[src/cfc_pkg.sv]
package cfc_pkg;

  localparam int unsigned IdW      = 29;
  localparam int unsigned LenW     = 4;
  localparam int unsigned BytesW   = 64;
  localparam int unsigned StampW   = 32;
  localparam int unsigned InDataW  = 136;
  localparam int unsigned OutDataW = 136;

  localparam logic CMD_STORE  = 1'b0;
  localparam logic CMD_LOOKUP = 1'b1;

  typedef enum logic [2:0] {
    ST_IDLE,
    ST_SCAN,
    ST_DRAIN,
    ST_WRITE,
    ST_EMIT
  } cfc_state_e;

  // One table slot as kept in the RAM.
  typedef struct packed {
    logic [StampW-1:0] stamp;
    logic [BytesW-1:0] bytes;
    logic              gen;
    logic [LenW-1:0]   len;
    logic              rtr;
    logic              ext;
    logic [IdW-1:0]    id;
  } cfc_entry_t;

  typedef struct packed {
    logic load;
    logic rd_en;
    logic write;
    logic emit;
  } cfc_cmd_t;

  typedef struct packed {
    logic is_store;
    logic out_full;
  } cfc_stat_t;

  // Mask covering the first min(len,8) bytes.
  function automatic logic [BytesW-1:0] byte_mask(input logic [LenW-1:0] len);
    logic [BytesW-1:0] m;
    m = '0;
    for (int b = 0; b < 8; b++) begin
      if (len > LenW'(b)) begin
        m[8*b +: 8] = 8'hFF;
      end
    end
    return m;
  endfunction

endpackage

[src/cfc_ctrl.sv]
module cfc_ctrl #(
  parameter int unsigned ENTRIES = 96
) (
  input  logic                       clk_i,
  input  logic                       rst_ni,
  input  logic                       in_valid_i,
  output logic                       in_ready_o,
  input  cfc_pkg::cfc_stat_t         stat_i,
  output cfc_pkg::cfc_cmd_t          cmd_o,
  output logic [$clog2(ENTRIES)-1:0] rd_addr_o
);

  localparam int unsigned AddrW = $clog2(ENTRIES);
  localparam logic [AddrW-1:0] LastAddr = AddrW'(ENTRIES - 1);

  cfc_pkg::cfc_state_e state_q, state_d;
  logic [AddrW-1:0]    addr_q, addr_d;

  always_ff @(posedge clk_i or negedge rst_ni) begin
    if (!rst_ni) begin
      state_q <= cfc_pkg::ST_IDLE;
      addr_q  <= '0;
    end else begin
      state_q <= state_d;
      addr_q  <= addr_d;
    end
  end

  always_comb begin
    state_d = state_q;
    addr_d  = addr_q;
    case (state_q)
      cfc_pkg::ST_IDLE: begin
        addr_d = '0;
        if (in_valid_i) begin
          state_d = cfc_pkg::ST_SCAN;
        end
      end
      cfc_pkg::ST_SCAN: begin
        addr_d = addr_q + AddrW'(1);
        if (addr_q == LastAddr) begin
          state_d = cfc_pkg::ST_DRAIN;
        end
      end
      cfc_pkg::ST_DRAIN: begin
        state_d = stat_i.is_store ? cfc_pkg::ST_WRITE : cfc_pkg::ST_EMIT;
      end
      cfc_pkg::ST_WRITE: begin
        state_d = cfc_pkg::ST_IDLE;
      end
      cfc_pkg::ST_EMIT: begin
        if (!stat_i.out_full) begin
          state_d = cfc_pkg::ST_IDLE;
        end
      end
      default: begin
        state_d = cfc_pkg::ST_IDLE;
      end
    endcase
  end

  always_comb begin
    in_ready_o  = 1'b0;
    cmd_o       = '0;
    rd_addr_o   = addr_q;
    case (state_q)
      cfc_pkg::ST_IDLE: begin
        in_ready_o = 1'b1;
        cmd_o.load = in_valid_i;
      end
      cfc_pkg::ST_SCAN: begin
        cmd_o.rd_en = 1'b1;
      end
      cfc_pkg::ST_DRAIN: begin
      end
      cfc_pkg::ST_WRITE: begin
        cmd_o.write = 1'b1;
      end
      cfc_pkg::ST_EMIT: begin
        cmd_o.emit = !stat_i.out_full;
      end
      default: begin
      end
    endcase
  end

endmodule

[config.mk]
export PLATFORM = sky130hd
export DESIGN_NAME = cfc_ctrl
export DESIGN_NICKNAME = d
export VERILOG_FILES = /design/src/cfc_pkg.sv /design/src/cfc_ctrl.sv
export SDC_FILE = /design/constraint.sdc
export NUM_CORES = 1
export LEC_CHECK = 0
export BUFFER_PORTS_ARGS = -buffer_cell sky130_fd_sc_hd__clkbuf_2
export CORE_MARGIN = 10
export CORE_UTILIZATION = 34
export DETAILED_ROUTE_END_ITERATION = 8
export SETUP_SLACK_MARGIN = 0.4
export SYNTH_ARGS = -nofsm -noshare
export SYNTH_HDL_FRONTEND = slang
export SYNTH_SLANG_ARGS = --single-unit
[constraint.sdc]
create_clock -name clk_i -period 2.55 [get_ports clk_i]
set_clock_uncertainty 0.2 [all_clocks]
set_input_delay 0.3825 -clock clk_i [delete_from_list [all_inputs] [get_ports clk_i]]
set_output_delay 0.3825 -clock clk_i [all_outputs]
set_load 0.005 [all_outputs]
**Word-level counts from Yosys, hierarchy flattened**

Cells that the tools add are included.

- Mux-type cells: 11
- Equality and inequality tests: 8
- Add/subtract/negate cells: 1
- Reduce and logical (&&, ||, !) cells: 4

Operators by type and width:

| cell | number |
|---|---|
| $pmux 7 s2 | 1 |
| $mux 3 | 4 |
| $pmux 3 s4 | 1 |
| $add 7x1->7 const B | 1 |
| $eq 7x7->1 const B | 1 |
| $eq 3x2->1 const B | 2 |
| $ne 2x2->1 const B | 3 |
| $mux 1 | 5 |
| $eq 3x1->1 const B | 1 |
| $eq 3x3->1 const B | 1 |
| $logic_not 3->1 | 1 |
| $reduce_and 3->1 | 1 |
| $reduce_bool 2->1 | 1 |
| $logic_not 1->1 | 1 |

- Word-level logic and storage cells: 26
- Bits of input ports: 5
- Output and inout bits: 12
- Register bits after elaboration: 10

**Longest topological paths before layout**

- Word-level depth: 3
- Mapped depth: 5
- Depth with buffers taken out: 4

**Worst setup path before layout**

No wires, ideal clock.

- Kind: flip-flop to output port
- Start point: reg state_q[1]
- End point: out cmd_o[3] in the netlist's numbering
- Data required time: 1.967 ns
- Stages on the path, launching flop included: 6
- Arrival time: 1.291 ns
- Setup slack: 0.677 ns
- Cell sequence: dfrtp_1 -> clkbuf_1 -> or2_2 -> clkbuf_1 -> nor2_1 -> and2_1

RTL lines:

| element | RTL line | source |
|---|---|---|
| from (decl) | cfc_ctrl.sv:16 | `cfc_pkg::cfc_state_e state_q, state_d;` |
| from (signal assigned) | cfc_ctrl.sv:21 | `state_q <= cfc_pkg::ST_IDLE;` |
| from (signal assigned) | cfc_ctrl.sv:24 | `state_q <= state_d;` |
| to (decl) | cfc_ctrl.sv:9 | `output cfc_pkg::cfc_cmd_t cmd_o,` |

==> impl_metrics.tcl <==
set metrics [dict create \
    drive_gt1_share_pct 29.27 \
    period_needed_ps 1990 \
    cap_violations 0 \
    cts_tree "yes" \
    antenna_found_initial 0 \
    wirelength_um 1328 \
    setup_tns_ps 0 \
    pre_cts_ws_ps 657.2 \
    start_kind "flop" \
    grt_pass1_wl_um 2311 \
    ys_types 29 \
    relSlewSlack_pct 80.65 \
    r2r_end "rd_addr_o[5]" \
    firstDrtPassIters 4 \
    whs_path_depth 3 \
    cts.path.max_buffers 2 \
    path_clk_slew_ps 50 \
    grt_pass1_vias 502 \
    vias 508 \
    cts_buffers 3 \
    crit_slowest_cell "dfrtp_1" \
    worstPathMaxFanout 11 \
    grt.total_usage_pct 8.260 \
    crit_required_ps 1970 \
    status "completed" \
    path_buf_inv 1 \
    crit_path_end "cmd_o[3]" \
    cp.arrival_ps 1410 \
    tightest_slew_ps 290.3 \
    viasPerCell 5.184 \
    final_cell_area_um2 689.4 \
    synthFlopType "dfrtp_1" \
    critPathCaptureType "output pin" \
    timing.hold.ws_ps 200.2 \
    rsz0062_at_grt "no" \
    syn_inst 66 \
    syn_avg_cell_area_um2 8.720 \
    setup_viol 0 \
    io_pins 17 \
    worst-r2r-setup-slack_ps 750 \
    grt_max_degree 15 \
    diodes 0 \
    postRouteAntennaNets 0 \
    hold_violations 0 \
    hp-class "in -> reg" \
    cts_setup_buffers 0 \
    crit_path_max_incr_delay_ps 480 \
    vdd_drop_max_uv 414.5 \
    reg2reg_from "state_q[0]" \
    place_area_um2 653.1 \
    path_class "reg -> out" \
    globalplace.congestion 0.7186 \
    grt_overflow 0 \
    drt_drc_violations_left 0 \
    r2r_cells 3 \
    die_x_um 61.15 \
    core-area_um2 1559 \
    p_per_area_nw_per_um2 784.8 \
    synth_async_sr_flop_share_pct 100.0 \
    stdcell_count 98 \
    row_count 14 \
    clock_latency_ps 260 \
    setup_ws_ps 560.4 \
    crit_start "state_q[1]" \
    nNetsFinal 90 \
    io_buffers 16 \
    ys_seq_area_share_pct 43.48 \
    worst-path-stages 4 \
    synth_edf_count 0 \
    finalCritPeriodShare_pct 78.03 \
    die_y_um 61.15 \
    cp_top_family "simple AND/OR/NAND/NOR gates" \
    netlist_top_cells_area "dfrtp_1, o21ai_0, nand2_1" \
    yosys.area.top_type "dfrtp_1" \
    cts_max_level 1 \
    wl_per_cell_um 13.55 \
    die_area_um2 3739 \
    syn_to_final_growth_pct 19.78 \
    crit_path_cell_trace "or2_4 > nor2_1 > and2_1 > clkbuf_2" \
    cts_sinks 10 \
    drt-initial-drc-count 8 \
    syn_nets 72 \
    dp_hpwl_um 1002 \
    placed_cells 94 \
    slew_violations 0 \
    syn_area_um2 575.6 \
    ys_ff_latch 10 \
    initial_core_util_pct 36.92 \
    clockRootBuffer "clkbuf_4" \
    fmax_mhz 502.6 \
    p_leak_nw 0.3279 \
    synth_top_area_share_pct 43.48 \
    ys.warnings.count 0 \
]
[final cells by class]
type	count	area, um^2
Inverter	5	18.77
Clock buffer	3	22.52
Timing Repair Buffer	17	90.09
Sequential cell	10	251.5
Tap cell	16	20.02
Multi-Input combinational cell	47	286.5
Fill cell	166	869.6
[sequential cells by signal, summed over array words and instances (netlist names)]
name	cells
state_q	3
rd_addr_o	7
[report_power, final]
| group | total (mW) | leakage, nW | switching, mW | internal, mW |
|---|---|---|---|---|
| clock | 0.0998 | 0.0138 | 0.0458 | 0.0541 |
| sequential | 0.269 | 0.124 | 0.0628 | 0.207 |
| combinational | 0.172 | 0.191 | 0.0823 | 0.0895 |
| total | 0.541 | 0.328 | 0.191 | 0.350 |
[tightest hold or removal path, delay by kind of cell]
| family | cells | cell delay (ps) |
|---|---|---|
| buffers and inverters | 1 | 90 |
| and+or+nand+nor | 1 | 70 |
| AOI/OAI and AO/OA | 1 | 60 |
[layout by cell type, fill, tap and decap left out, types with 2 or more instances in the layout]
cell / instances
clkbuf_2: 16
dfrtp_1: 9
nand2_1: 7
o21ai_0: 6
inv_1: 5
a21oi_1: 5
nor2_1: 3
nand3_1: 3
clkbuf_4: 3
nor4b_1: 2
nand3b_1: 2
or3_1: 2
[how the worst min path moves through the flow]
stage                     startpoint  slack, ps            to
after floorplan               rst_ni       -110  rd_addr_o[0]
after global placement        rst_ni         70  rd_addr_o[0]
after detailed placement      rst_ni         70  rd_addr_o[0]
after CTS                  stat_i[0]        190    state_q[2]
after global routing       stat_i[1]        220    state_q[2]
final                      stat_i[0]        200    state_q[2]
[kinds of logic (layout without fill, tap and decap cells)]
logic type	count (synthesis)	after routing	synth area share, %
AOI/OAI and AO/OA	17	17	17.83
adders and majority gates	1	1	2.174
buffers and inverters	9	25	7.174
DFF	10	10	43.48
and+or+nand+nor	29	29	29.35
[synth_stat cells, types with 2 or more instances]
cell / number
or3_1: 2
nand3b_1: 2
inv_1: 5
a21oi_1: 5
nand2_1: 7
dfrtp_1: 10
nor2_1: 3
clkbuf_1: 3
nand3_1: 3
o21ai_0: 6
nor4b_1: 2
[metal layers]
layer	up-vias	GRT usage, %	part of all wire (%)
met4	0	3.909	2.0
met3	2	4.115	5.8
met2	12	12.43	45
met5	-	0	0
li1	269	-	-
met1	225	9.574	47
[what timing repair did]
| item | CTS | global route |
|---|---|---|
| endpoints found under the setup margin | 0 | 2 |
| gates resized for setup | 0 | 2 |
| hold endpoints to repair | 10 | 0 |
| hold buffers | 1 | 0 |
[stage by stage]
step	total power [mW]	utilization, %
3_5_place_dp	0.4469	41.89
2_1_floorplan	0.3612	-
4_1_cts	0.5543	43.98
3_3_place_gp	0.4435	41.89
6_report	0.5410	44.22
5_1_grt	0.6045	44.22
Note: power is estimated with default switching activity, not from simulation.
